--- src/sv/triangle_tangent_basis_core_macros.svh ---
// ----------------------------------------------------------------------------
// Assertion macros for the triangle tangent basis core
// Wraps concurrent assertions so that synthesis builds see none of them.
// ----------------------------------------------------------------------------
`ifndef TRIANGLE_TANGENT_BASIS_CORE_MACROS_SVH
`define TRIANGLE_TANGENT_BASIS_CORE_MACROS_SVH
`ifndef SYNTH
// Checked only while out of reset.
`define TTB_ASSERT(lbl, prop) \
    lbl: assert property (@(posedge clk) disable iff (!rst_n) prop) \
        else $error("assertion failed");
// Checked at every edge, also during reset.
`define TTB_ASSERT_ALWAYS(lbl, prop) \
    lbl: assert property (@(posedge clk) prop) \
        else $error("assertion failed");
`else
`define TTB_ASSERT(lbl, prop)
`define TTB_ASSERT_ALWAYS(lbl, prop)
`endif
`endif

--- src/sv/ttb_pkg.sv ---
// ----------------------------------------------------------------------------
// ttb_pkg
// Shared widths, constants and types of the triangle tangent basis core.
// ----------------------------------------------------------------------------
`default_nettype none
package ttb_pkg;
    localparam int CoordW = 32;
    localparam int DeltaW = CoordW + 1;
    localparam int ProdW  = 2 * DeltaW;
    localparam int AccW   = ProdW + 1;
    localparam int MagW   = ProdW;
    localparam int NormW  = 31;
    localparam int SumW   = 64;
    localparam int OutW   = 32;
    localparam logic [OutW-1:0] OneQ30 = 32'h4000_0000;

    // Edge and texture deltas of one triangle, relative to its first vertex.
    typedef struct packed {
        logic [2:0][DeltaW-1:0] e1;
        logic [2:0][DeltaW-1:0] e2;
        logic [DeltaW-1:0]      du1;
        logic [DeltaW-1:0]      dv1;
        logic [DeltaW-1:0]      du2;
        logic [DeltaW-1:0]      dv2;
    } tri_t;

    typedef struct packed {
        logic full;
        logic empty;
    } fifo_stat_t;
endpackage
`default_nettype wire

--- src/sv/ttb_fifo.sv ---
// ----------------------------------------------------------------------------
// ttb_fifo
// Two-entry queue of triangles between the front and the back.
// ----------------------------------------------------------------------------
`default_nettype none
module ttb_fifo (
    input  wire logic                 clk,
    input  wire logic                 rst_n,
    input  wire logic                 push,
    input  wire ttb_pkg::tri_t        din,
    input  wire logic                 pop,
    output ttb_pkg::tri_t             dout,
    output ttb_pkg::fifo_stat_t       stat
);
    import ttb_pkg::*;

    tri_t       mem_reg [2];
    logic       wr_ptr_reg;
    logic       rd_ptr_reg;
    logic [1:0] cnt_reg;

    assign dout       = mem_reg[rd_ptr_reg];
    assign stat.full  = cnt_reg == 2'd2;
    assign stat.empty = cnt_reg == 2'd0;

    always_ff @(posedge clk or negedge rst_n)
    begin
        if (!rst_n)
        begin
            wr_ptr_reg <= 1'b0;
            rd_ptr_reg <= 1'b0;
            cnt_reg    <= 2'd0;
        end
        else
        begin
            if (push)
            begin
                mem_reg[wr_ptr_reg] <= din;
                wr_ptr_reg          <= !wr_ptr_reg;
            end
            if (pop)
            begin
                rd_ptr_reg <= !rd_ptr_reg;
            end
            cnt_reg <= cnt_reg + {1'b0, push} - {1'b0, pop};
        end
    end
endmodule
`default_nettype wire

--- config.mk ---
export PLATFORM = sky130hd
export DESIGN_NAME = ttb_fifo
export DESIGN_NICKNAME = d
export VERILOG_FILES = /design/src/sv/triangle_tangent_basis_core_macros.svh /design/src/sv/ttb_pkg.sv /design/src/sv/ttb_fifo.sv
export SDC_FILE = /design/constraint.sdc
export NUM_CORES = 1
export LEC_CHECK = 0
export BUFFER_PORTS_ARGS = -buffer_cell sky130_fd_sc_hd__buf_4
export CAP_MARGIN = 20
export CORE_MARGIN = 3
export CORE_UTILIZATION = 35
export CTS_CLUSTER_DIAMETER = 100
export CTS_CLUSTER_SIZE = 40
export DETAILED_ROUTE_END_ITERATION = 8
export HOLD_SLACK_MARGIN = 0.02
export PLACE_DENSITY = 0.69
export RECOVER_POWER = 25
export REMOVE_ABC_BUFFERS = 1
export SLEW_MARGIN = 20
export SYNTH_ARGS = -nofsm -noshare
export SYNTH_HDL_FRONTEND = slang
export SYNTH_SLANG_ARGS = --single-unit
export TNS_END_PERCENT = 10
--- constraint.sdc ---
create_clock -name clk -period 10.2 [get_ports clk]
set_input_delay 0.51 -clock clk [delete_from_list [all_inputs] [get_ports clk]]
set_output_delay 0.51 -clock clk [all_outputs]
set_load 0.02 [all_outputs]
* Word level (Yosys, flattened, before mapping)
Memories as Yosys holds them, arrays and structs flattened.
Cells that the tools add are included.
** Word-level totals
- Register bits after elaboration :: 4
- Bits in writable memories :: 660
- Input bits :: 334
- Output and inout bits :: 332
- Memories :: 1
** Memories
- mem_reg :: words 2, width 330, read ports 1, clocked after memory_dff 0, wr ports 1, line ttb_fifo.sv:17 : tri_t mem_reg [2];
** Operators by class
- Add/subtract/negate cells :: 2
- Eq/ne operators :: 1
- Mux-type cells :: 2
- Reductions and logical operators :: 4
** Operators by type and width (count)
- $add 2x1->2 :: 1
- $eq 2x2->1 const B :: 1
- $logic_not 1->1 :: 2
- $logic_not 2->1 :: 1
- $mux 1 :: 2
- $sub 2x1->2 :: 1
- $logic_and 1x1->1 :: 1

* Depth between registers and ports, before layout
- Word-level depth :: 3
- Depth in mapped cells :: 5

* Worst setup path after synthesis
Ideal clock, no wire load.
- Path type :: input to register
- From :: input rst_n
- To :: memory mem_reg[1][0] in the netlist's numbering, enable pin
- Data arrival time :: 8.058 ns
- Required time :: 9.464 ns
- Path slack :: 1.405 ns
- Stages :: 1
- Path buffers :: 0
- Cell sequence :: and3_1
** Between the ends
- Longest elaborated chain between the ends :: 2
** RTL lines
- start, declared :: line ttb_fifo.sv:8 : input wire logic rst_n,
- $logic_and 1x1->1 (implied by the code) :: line ttb_fifo.sv:38 : mem_reg[wr_ptr_reg] <= din;
- $mux 1 (implied by the code) :: line ttb_fifo.sv:38
- end, declared :: line ttb_fifo.sv:17
Every way passes these cells.

==> metrics.md <==
| Metric | Value |
|---|---|
| Status | complete, no violations |
| GRT overflow | 0 |
| Worst Hold Class | input port to register |
| Clk_lat worst skew | ~630 ps |
| Syn Inst Count | 1042 |
| Reg clk slew, reported paths | around 140 ps |
| Crit share post-route | 0.411 |
| Storage element area | 0.0199 mm^2 |
| Max H-tree Level | 1 |
| 1st-iter DRT viols | 687 |
| Post-route ant nets | 0 |
| GRT Overall Usage | 0.143 |
| Post-route DRC | 0 |
| Top Layer Used | met5 |
| Pleak | roughly 0.013 uW |
| Largest cells by area after synthesis | edfxtp_1 78%, mux2_4 17%, buf_8 1.8% |
| Max incr delay on CP | roughly 810 ps |
| Largest net degree at the start of global routing | between 150 and 200 |
| Met3 wire length | roughly 4.3 mm |
| Met2 wire length | between 30 and 40 mm |
| Area growth syn-to-layout | 32.1% |
| RSZ-0062 raised after global routing | no |
| Fin. Hold Viols | 0 |
| Share of cells above drive strength 1 | 0.517 |
| Slew margin rel. | 0.221 |
| Avg Inst Size Synth | between 20 and 25 um^2 |
| PwrDens | around 240 mW/mm^2 |
| Async SR Flop Fraction | 0.00602 |
| Fmax achieved | about 240 MHz |
| PostCTS Resize Cnt | 0 |
| Layout Skew | 76.4 ps |
| WL final | 57.6 mm |
| Critical-path top delay cell | buf_4 |
| CP Launch Type | register |
| Design Area, Final | between 0.03 and 0.04 mm^2 |
| Initial antenna violation count | 7 |
| Worst Path Arrival | 3690 ps |
| Placed Instance Area | 0.0311 mm^2 |
| Ys flop type | edfxtp_1 |
| Die W | approximately 280 um |
| Tmin final | between 4000 and 5000 ps |
| Crit Path Category | register to output pin |
| WL/cell | 20.2 um |
| Post-synth top area share | 0.782 |
| DP HPWL | approximately 40 mm |
| YS warnings | 0 |
| CP dominant cell by count | buf_4 |
| Count leader, synth | edfxtp_1 |
| Nets | ~2.2k |
| Place WS | approximately 6500 ps |
| Initial Utilization | 0.354 |
| Area of the multi-input gates | just under 0.005 mm^2 |
| Clock Tree Buf Depth | 3 |
| Core area | between 0.07 and 0.08 mm^2 |
| Row cnt | 98 |
| Global-route wire length before repair | 82.9 mm |
| Die area | between 0.07 and 0.08 mm^2 |
| CTS Hold Bufs | between 150 and 200 |
| Port Buffers | about 670 |
| Synth Cell Area | approximately 0.025 mm^2 |
| # IOs | 666 |
| CTS tree | built |
| Post-synth cell types | 16 |
| Synth top cells by count | 660 x edfxtp_1, 290 x mux2_4, 40 x mux2_2 |
| Setup ws final | 6000 ps |
| CTS buffer count | 26 |
| DRT met1 WL | roughly 20 mm |
| CP Cell Sequence | buf_4 -> buf_4 -> mux2_2 -> buf_4 |
| Root Driver | clkbuf_16 |
| CP required | around 9700 ps |
| Worst slew pin tran | between 1000 and 1500 ps |
| Sequential share of the synthesized area | 0.786 |
| Vias/cell | ~4.5 |
| Final setup fails | 0 |
| Clk sinks | between 600 and 700 |
| CP max FO | 50 |
| Yosys reg bits | ~660 |
| Die Y | ~280 um |
| Max FFs per register | 660 |
| Post-CTS Setup Inserts | 0 |
| GP Congestion | 0.791 |
| Largest area contributor in the netlist | edfxtp_1 |
| Max cap viols | 0 |
| Vias in the first global route | around 14k |
| Peak supply drop | 0.220 mV |
| Final core occ | 0.467 |
| Post-synth EDFFs | 660 |
| CP Capture Type | output pin |
| Fillcell total | approximately 6.0k |
| Vias | 12.7k |
| Worst R2R Setup Slack | between 6000 and 7000 ps |
| Router iterations before antenna repair | 5 |
| Slew Viols, Final | 0 |
[cell usage in the layout (no fill, tap or decap), drive strengths merged]
master and n:
and3 1, and3b 1, buf 470, clkbuf 240
clkinv 9, clkinvlp 1, dfrtp 4, diode 5
dlygate4sd3 160, edfxtp 660, ha 2, inv 7
mux2 330, nor2 1, nor2b 1, xor2 2
xor3 1
[critical path: cells and delay by family (launching register included)]
kind / cells / cell delay, ps
buffers and inverters: 3 / 1760
flip-flops: 1 / 730
multiplexers: 1 / 420
[where the power goes]
group	leakage [uW]	internal (uW)	switching [uW]
Clock	0.000454	546	878
Combinational	0.00625	1510	1580
Sequential	0.00611	3340	95.1
[path summary, 6_finish.rpt]
| path | startpoint | to | depth (start not counted) |
|---|---|---|---|
| worst min-delay path | din[14] | mem_reg[1][14]$_DFFE_PP_ | 1 |
| worst min register to register | wr_ptr_reg$_DFFE_PN0P_ | wr_ptr_reg$_DFFE_PN0P_ | 1 |
| max in group asynchronous | rst_n | rd_ptr_reg$_DFFE_PN0P_ | 2 |
| worst max register to register | wr_ptr_reg$_DFFE_PN0P_ | mem_reg[0][9]$_DFFE_PP_ | 3 |
| min in group asynchronous | rst_n | wr_ptr_reg$_DFFE_PN0P_ | 2 |
| worst max-delay path | rd_ptr_reg$_DFFE_PN0P_ | dout[13] | 4 |
[final cells by class]
class                           count  area share
Inverter                            2    0.000224
Clock inverter                     15     0.00830
Timing Repair Buffer              837       0.193
Sequential cell                   664       0.595
Tap cell                          950      0.0355
Multi-Input combinational cell    339       0.147
Antenna cell                        5    0.000374
Clock buffer                       33      0.0209
[per-layer routing]
metal	track usage	vias to the layer above
li1	-	5790
met1	0.158	6380
met2	0.268	449
met3	0.0383	85
met4	0.0417	2
met5	0	-
[cells by family (layout without fill, tap and decap cells)]
group,count (synthesis),after routing,share of synthesized area
DFF,664,664,0.786
muxes,330,330,0.190
buffers and inverters,39,887,0.0207
and+or+nand+nor,4,4,0.000988
xor gates and xnor gates,3,3,0.00163
adders and majority gates,2,2,0.000987
other,0,5,0
[stage by stage]
stage                     cells  TNS (ps)  hold WS [ps]  total power (uW)
final                      2845         0           105              7940
after global routing       2844         0          53.2              8260
after CTS                  2837         0          23.6              8040
after detailed placement   2631         0           317              6570
after global placement     2631         0           313              6530
after floorplan            1005   -723110           214              6290
Note: power is estimated with default switching activity, not from simulation.
