File: config.mk
export PLATFORM = sky130hd
export DESIGN_NAME = ttb_front
export DESIGN_NICKNAME = d
export VERILOG_FILES = /design/src/sv/triangle_tangent_basis_core_macros.svh /design/src/sv/ttb_pkg.sv /design/src/sv/ttb_front.sv
export SDC_FILE = /design/constraint.sdc
export NUM_CORES = 1
export LEC_CHECK = 0
export BUFFER_PORTS_ARGS = -buffer_cell sky130_fd_sc_hd__buf_2
export CORE_MARGIN = 2
export CORE_UTILIZATION = 50
export DETAILED_ROUTE_END_ITERATION = 8
export PLACE_DENSITY = 0.73
export SLEW_MARGIN = 25
export SYNTH_ARGS = -nofsm -noshare
export SYNTH_HDL_FRONTEND = slang
export SYNTH_SLANG_ARGS = --single-unit
export TNS_END_PERCENT = 1
File: constraint.sdc
create_clock -name clk -period 14.36 [get_ports clk]
set_input_delay 0.718 -clock clk [delete_from_list [all_inputs] [get_ports clk]]
set_output_delay 0.718 -clock clk [all_outputs]
set_load 0.01 [all_outputs]
File: src/sv/triangle_tangent_basis_core_macros.svh
// ----------------------------------------------------------------------------
// Assertion macros for the triangle tangent basis core
// Wraps concurrent assertions so that synthesis builds see none of them.
// ----------------------------------------------------------------------------
`ifndef TRIANGLE_TANGENT_BASIS_CORE_MACROS_SVH
`define TRIANGLE_TANGENT_BASIS_CORE_MACROS_SVH
`ifndef SYNTH
// Checked only while out of reset.
`define TTB_ASSERT(lbl, prop) \
    lbl: assert property (@(posedge clk) disable iff (!rst_n) prop) \
        else $error("assertion failed");
// Checked at every edge, also during reset.
`define TTB_ASSERT_ALWAYS(lbl, prop) \
    lbl: assert property (@(posedge clk) prop) \
        else $error("assertion failed");
`else
`define TTB_ASSERT(lbl, prop)
`define TTB_ASSERT_ALWAYS(lbl, prop)
`endif
`endif

File: src/sv/ttb_pkg.sv
// ----------------------------------------------------------------------------
// ttb_pkg
// Shared widths, constants and types of the triangle tangent basis core.
// ----------------------------------------------------------------------------
`default_nettype none
package ttb_pkg;
    localparam int CoordW = 32;
    localparam int DeltaW = CoordW + 1;
    localparam int ProdW  = 2 * DeltaW;
    localparam int AccW   = ProdW + 1;
    localparam int MagW   = ProdW;
    localparam int NormW  = 31;
    localparam int SumW   = 64;
    localparam int OutW   = 32;
    localparam logic [OutW-1:0] OneQ30 = 32'h4000_0000;

    // Edge and texture deltas of one triangle, relative to its first vertex.
    typedef struct packed {
        logic [2:0][DeltaW-1:0] e1;
        logic [2:0][DeltaW-1:0] e2;
        logic [DeltaW-1:0]      du1;
        logic [DeltaW-1:0]      dv1;
        logic [DeltaW-1:0]      du2;
        logic [DeltaW-1:0]      dv2;
    } tri_t;

    typedef struct packed {
        logic full;
        logic empty;
    } fifo_stat_t;
endpackage
`default_nettype wire

File: src/sv/ttb_front.sv
// ----------------------------------------------------------------------------
// ttb_front
// Gathers vertices into triangles and forms the deltas on the third vertex.
// ----------------------------------------------------------------------------
`default_nettype none
module ttb_front (
    input  wire logic                 clk,
    input  wire logic                 rst_n,
    input  wire logic                 s_tvalid,
    output logic                      s_tready,
    input  wire logic [159:0]         s_tdata,
    input  wire ttb_pkg::fifo_stat_t  stat,
    output logic                      push,
    output ttb_pkg::tri_t             tri_item
);
    import ttb_pkg::*;

    logic [1:0]                   slot_reg;
    logic [1:0][2:0][CoordW-1:0]  pos_reg;
    logic [1:0][1:0][CoordW-1:0]  tex_reg;
    logic [2:0][CoordW-1:0]       in_pos;
    logic [1:0][CoordW-1:0]       in_tex;
    logic                         accept;

    assign in_pos[0] = s_tdata[31:0];
    assign in_pos[1] = s_tdata[63:32];
    assign in_pos[2] = s_tdata[95:64];
    assign in_tex[0] = s_tdata[127:96];
    assign in_tex[1] = s_tdata[159:128];

    assign s_tready = !stat.full;
    assign accept   = s_tvalid && s_tready;
    assign push     = accept && (slot_reg == 2'd2);

    function automatic logic [DeltaW-1:0] sub33(input logic [CoordW-1:0] a,
                                                input logic [CoordW-1:0] b);
        sub33 = {a[CoordW-1], a} - {b[CoordW-1], b};
    endfunction

    always_comb
    begin
        for (int k = 0; k < 3; k++)
        begin
            tri_item.e1[k] = sub33(pos_reg[1][k], pos_reg[0][k]);
            tri_item.e2[k] = sub33(in_pos[k], pos_reg[0][k]);
        end
        tri_item.du1 = sub33(tex_reg[1][0], tex_reg[0][0]);
        tri_item.dv1 = sub33(tex_reg[1][1], tex_reg[0][1]);
        tri_item.du2 = sub33(in_tex[0], tex_reg[0][0]);
        tri_item.dv2 = sub33(in_tex[1], tex_reg[0][1]);
    end

    always_ff @(posedge clk or negedge rst_n)
    begin
        if (!rst_n)
        begin
            slot_reg <= 2'd0;
        end
        else if (accept)
        begin
            unique case (slot_reg)
                2'd1:
                begin
                    pos_reg[1] <= in_pos;
                    tex_reg[1] <= in_tex;
                    slot_reg   <= 2'd2;
                end
                2'd2:
                begin
                    slot_reg <= 2'd0;
                end
                default:
                begin
                    // Slot 0 and the unused slot code 3 both start a new triangle.
                    pos_reg[0] <= in_pos;
                    tex_reg[0] <= in_tex;
                    slot_reg   <= 2'd1;
                end
            endcase
        end
    end
endmodule
`default_nettype wire

Word level (Yosys, flattened, before mapping). Cells that the tools add are included.

Word-level logic and storage cells: 31. Register bits: 322. Bits of input ports: 165.

Equality and inequality tests: 2. Add/subtract/negate cells: 10. Muxes and demuxes: 1. Reductions and logical operators: 6. Bitwise logic cells: 1.

Operators by type and width (count): $sub 32x32->33 (10); $reduce_and 3->1 (2); $pmux 2 s2 (1); $eq 2x1->1 const B (1); $eq 2x2->1 const B (1); $logic_and 1x1->1 (2); $reduce_or 2->1 (1); $logic_not 1->1 (1); $not 1->1 (1).

Longest topological paths before layout.
Depth in word-level cells: 4. Mapped depth: 13.

Worst setup path before layout. OpenSTA, ideal clock, no wires.

Path type: input to register. From: input s_tvalid. To: register pos_reg[100] (netlist name) (enable). Library setup time: 0.541 ns. Arrival time: 4.742 ns. Path slack: 9.078 ns. Required time: 13.819 ns. Buffers on the path: 0. Stages: 2. Cell sequence: nor2b_1 -> and3_1.

Cells in the longest elaborated chain, start to end: 2.

Ends and longest elaborated chain: start, declared (line ttb_front.sv:9) `input wire logic s_tvalid,`; $logic_and 1x1->1 (line ttb_front.sv:32) `assign accept = s_tvalid && s_tready;`; $reduce_and 3->1 (no source line); end, declared (line ttb_front.sv:19) `logic [1:0][2:0][CoordW-1:0] pos_reg;`.

No other way between the ends. A chain may end at the register's enable or synchronous reset.

==> results.py <==
metrics = {
    "yosys": {
        "synthTopCellsByCount": "322 x sky130_fd_sc_hd__ha_1, 320 x sky130_fd_sc_hd__edfxtp_1, 290 x sky130_fd_sc_hd__a21oi_1",
        "synth_top_family_by_area": "compound AO/OA/AOI/OAI gates",
        "synth.yosys.warnings": 0,
        "synth_xor_area_frac": 0.0953,
        "syn_area_sq_um": 25800,
        "most_frequent_cell_after_synthesis": "sky130_fd_sc_hd__ha_1",
        "yosys.area_share.simple": 0.111,
        "multiplexer_fraction_of_the_synthesized_cell_area": 0.000775,
        "synth_async_sr_flop_share": 0.00621,
        "synth_largest_type_area_fraction": 0.372,
        "synth.net_count": 3176,
        "synth_top_area_cell": "sky130_fd_sc_hd__edfxtp_1",
        "ys.flop_type": "sky130_fd_sc_hd__edfxtp_1",
        "seq_area_frac_synth": 0.374,
        "synth_fa_ha_area_frac": 0.164,
        "synth_enable_flop_cells": 320,
        "syn-mean-instance-area_sq_um": 9.64,
        "synth_top_cells_by_area": "sky130_fd_sc_hd__edfxtp_1 37%, sky130_fd_sc_hd__ha_1 16%, sky130_fd_sc_hd__xnor2_1 6.5%",
        "synth_cell_types": 71,
        "ys_ff_latch": 322,
        "synthesis.instances": 2679,
        "synth-compound-area-share": 0.211,
    },
    "sta": {
        "final.setup_skew_ns": 0.0276,
        "finalSetupViolations": 0,
        "worst_slew_margin_rel": 0.340,
        "maxSlewViolCount": 0,
        "unrepaired_setup_endpoints_after_global_routing": "false",
        "tightestPinTransition_ns": 0.990,
        "final_period_minus_worst_setup_slack_ns": 4.90,
        "max_freq_mhz": 204,
        "fin_setup_tns_ns": 0,
        "fin_crit_sh": 0.341,
        "finalHoldViolations": 0,
    },
    "cells_and_area": {
        "final_nets": 3679,
        "area_growth_pct": 18.1,
        "final_layout_size_suffix_gt1_frac": 0.183,
        "instances_no_fill": 3906,
        "n_fill_cell": 4366,
        "flip_flop_count_of_the_largest_register_all_copies_and_words_added": 192,
    },
    "worst_hold_path": {
        "worstHoldPathType": "input pin to register",
    },
    "clocking": {
        "cts_buffer_depth": 3,
        "cts-root-buf": "sky130_fd_sc_hd__clkbuf_16",
        "tritoncts": "yes",
        "cts.htree.levels": 2,
        "clock_network_latency_to_the_later_pin_of_the_worst_skew_pair_ns": 0.55,
        "ctsResizeCount": 0,
        "clock_sink_count": 322,
        "clk_pin_slew_worst_paths_ns": 0.06,
        "cts_buffers": 40,
    },
    "global_route": {
        "antenna_found_initial": 21,
        "grt_pass1_wl_um": 114000,
        "via_count_of_the_first_global_routing_pass": 22000,
        "grt_start_max_net_pins": 127,
        "grt_use_total": 0.266,
        "globalRoute.totalOverflow": 0,
    },
    "worst_setup_path": {
        "critical-path-max-stage-delay_ns": 0.57,
        "worstSetupPathType": "register to output pin",
        "crit_fanout": 4,
        "critical_path.startpoint_type": "register",
        "worst_setup_path_end_kind": "output pin",
        "critical_path.cell_chain": "ha_1, fa_1, nand2b_1, nor4b_1, o211ai_1, o211ai_1, a21oi_1, o41ai_1, o31ai_1, a21o_1, a21oi_1, xnor2_1, buf_2",
        "critical_path_required_ns": 13.64,
        "cpMaxStageDelayCell": "sky130_fd_sc_hd__o31ai_1",
        "crit_arrival_ns": 4.18,
    },
    "placement": {
        "placed_cells_incl_taps": 3819,
        "place_congestion": 0.970,
        "dp_hpwl_um": 58100,
        "buffer_ports.inserted": 495,
    },
    "drt": {
        "dr_total_vias": 22400,
        "first_pass_iters": 5,
        "antenna_left": 0,
        "route.detailed.wl_per_inst_um": 18.8,
        "viasPerCell": 5.72,
        "routed_wl_um": 73600,
        "dr.first_iter.drc_count": 1514,
        "remaining_drc_errors": 0,
    },
    "power_and_ir_drop": {
        "power_per_unit_of_standard_cell_area_nw_per_um2": 119,
        "vdd_drop_max_mv": 0.0777,
        "p_leak_nw": 14.1,
    },
    "floorplanning": {
        "dieWidth_um": 231,
        "placementRows": 83,
        "dieHeight_um": 231,
        "initial_core_util": 0.504,
        "top_level_ports": 497,
        "design.core.area_sq_um": 51200,
        "die_area_sq_um": 53500,
    },
    "flow_run": {
        "max_cap_viol_count": 0,
    },
    "status": {
        "run_status": "finished clean",
    },
}
==> power by group <==
group | total [mW] | internal, mW | leakage [nW] | switching, mW
registers | 1.13 | 1.11 | 2.93 | 0.0175
clock network | 1.07 | 0.652 | 0.671 | 0.420
logic | 1.42 | 0.560 | 10.5 | 0.860
==> worst max-delay path, delay by kind of cell, from the launching register on <==
kind	cells	cell delay (ns)
buf+inv	1	0.18
compound gates	7	1.88
fa+ha+maj	2	0.65
xor+xnor	1	0.15
simple gates	2	0.35
flops	1	0.41
==> final timing paths <==
path / startpoint / endpoint / slack [ns] / depth (start not counted)
hold reg to reg: slot_reg[1] / slot_reg[1] / 0.59 / 2
setup / recovery: pos_reg[32] / tri_item[195] / 9.46 / 13
min in group asynchronous: rst_n / slot_reg[1] / 0.49 / 2
setup reg to reg: slot_reg[1] / pos_reg[128] / 11.73 / 4
hold / removal: s_tdata[42] / pos_reg[138] / 0.36 / 1
max in group asynchronous: rst_n / slot_reg[0] / 13.76 / 2
==> stage by stage <==
stage | setup WS [ns] | total power [mW] | instance area [sq um] | hold WS, ns | utilization
global placement | 9.59 | 2.52 | 29000 | 0.516 | 0.567
global route | 9.07 | 3.81 | 30500 | 0.333 | 0.595
floorplan | 9.08 | 2.05 | 25800 | 0.422 | -
finish | 9.46 | 3.62 | 30500 | 0.357 | 0.595
detailed placement | 9.56 | 2.55 | 29000 | 0.521 | 0.567
CTS | 9.39 | 3.63 | 30400 | 0.329 | 0.595
==> per-layer routing <==
| layer | track usage | vias up | routed length, um |
|---|---|---|---|
| li1 | - | 10900 | - |
| met1 | 0.334 | 10500 | 30600 |
| met2 | 0.453 | 815 | 34700 |
| met3 | 0.0568 | 175 | 5710 |
| met4 | 0.0903 | 20 | 2460 |
| met5 | 0 | - | 134 |
==> cells by family (layout without fill, tap and decap cells) <==
family,count (synthesis),count (layout)
simple gates,595,595
compound gates,847,847
other cells,0,12
fa+ha+maj,332,332
flops,322,322
buf+inv,300,835
xor+xnor,281,281
mux,2,2
==> placed cells by master (no fill, tap or decap), drive strengths merged, types with 24 or more instances in the layout <==
cell / synthesis / layout
nor2: 161 / 161
o21ai: 144 / 144
o21bai: 33 / 33
xnor2: 193 / 193
buf: 2 / 498
nor3: 24 / 24
nor2b: 49 / 49
clkbuf: 36 / 44
a21o: 147 / 147
o21a: 47 / 47
edfxtp: 320 / 320
a21oi: 290 / 290
nand2: 151 / 151
nand2b: 33 / 33
xor2: 88 / 88
inv: 262 / 265
and3: 37 / 37
nand3: 59 / 59
nand4: 31 / 31
ha: 322 / 322
==> cell type report <==
class,instances,area [sq um],area share
repair buffers,499,2520,0.0828
inverters,262,983,0.0323
flip-flops and latches,322,9660,0.317
diodes,12,30.0,0.000985
well taps,680,851,0.0279
clock buffers,44,1040,0.0340
multi-input cells,2057,15000,0.493
clock inverters,30,354,0.0116
==> timing repair <==
action                     4_1_cts  5_1_grt
hold buffers                     1        0
buffers inserted                 0        0
hold endpoints to repair         2        0
setup endpoints to repair        0        0
(Power assumes the default switching activity.)
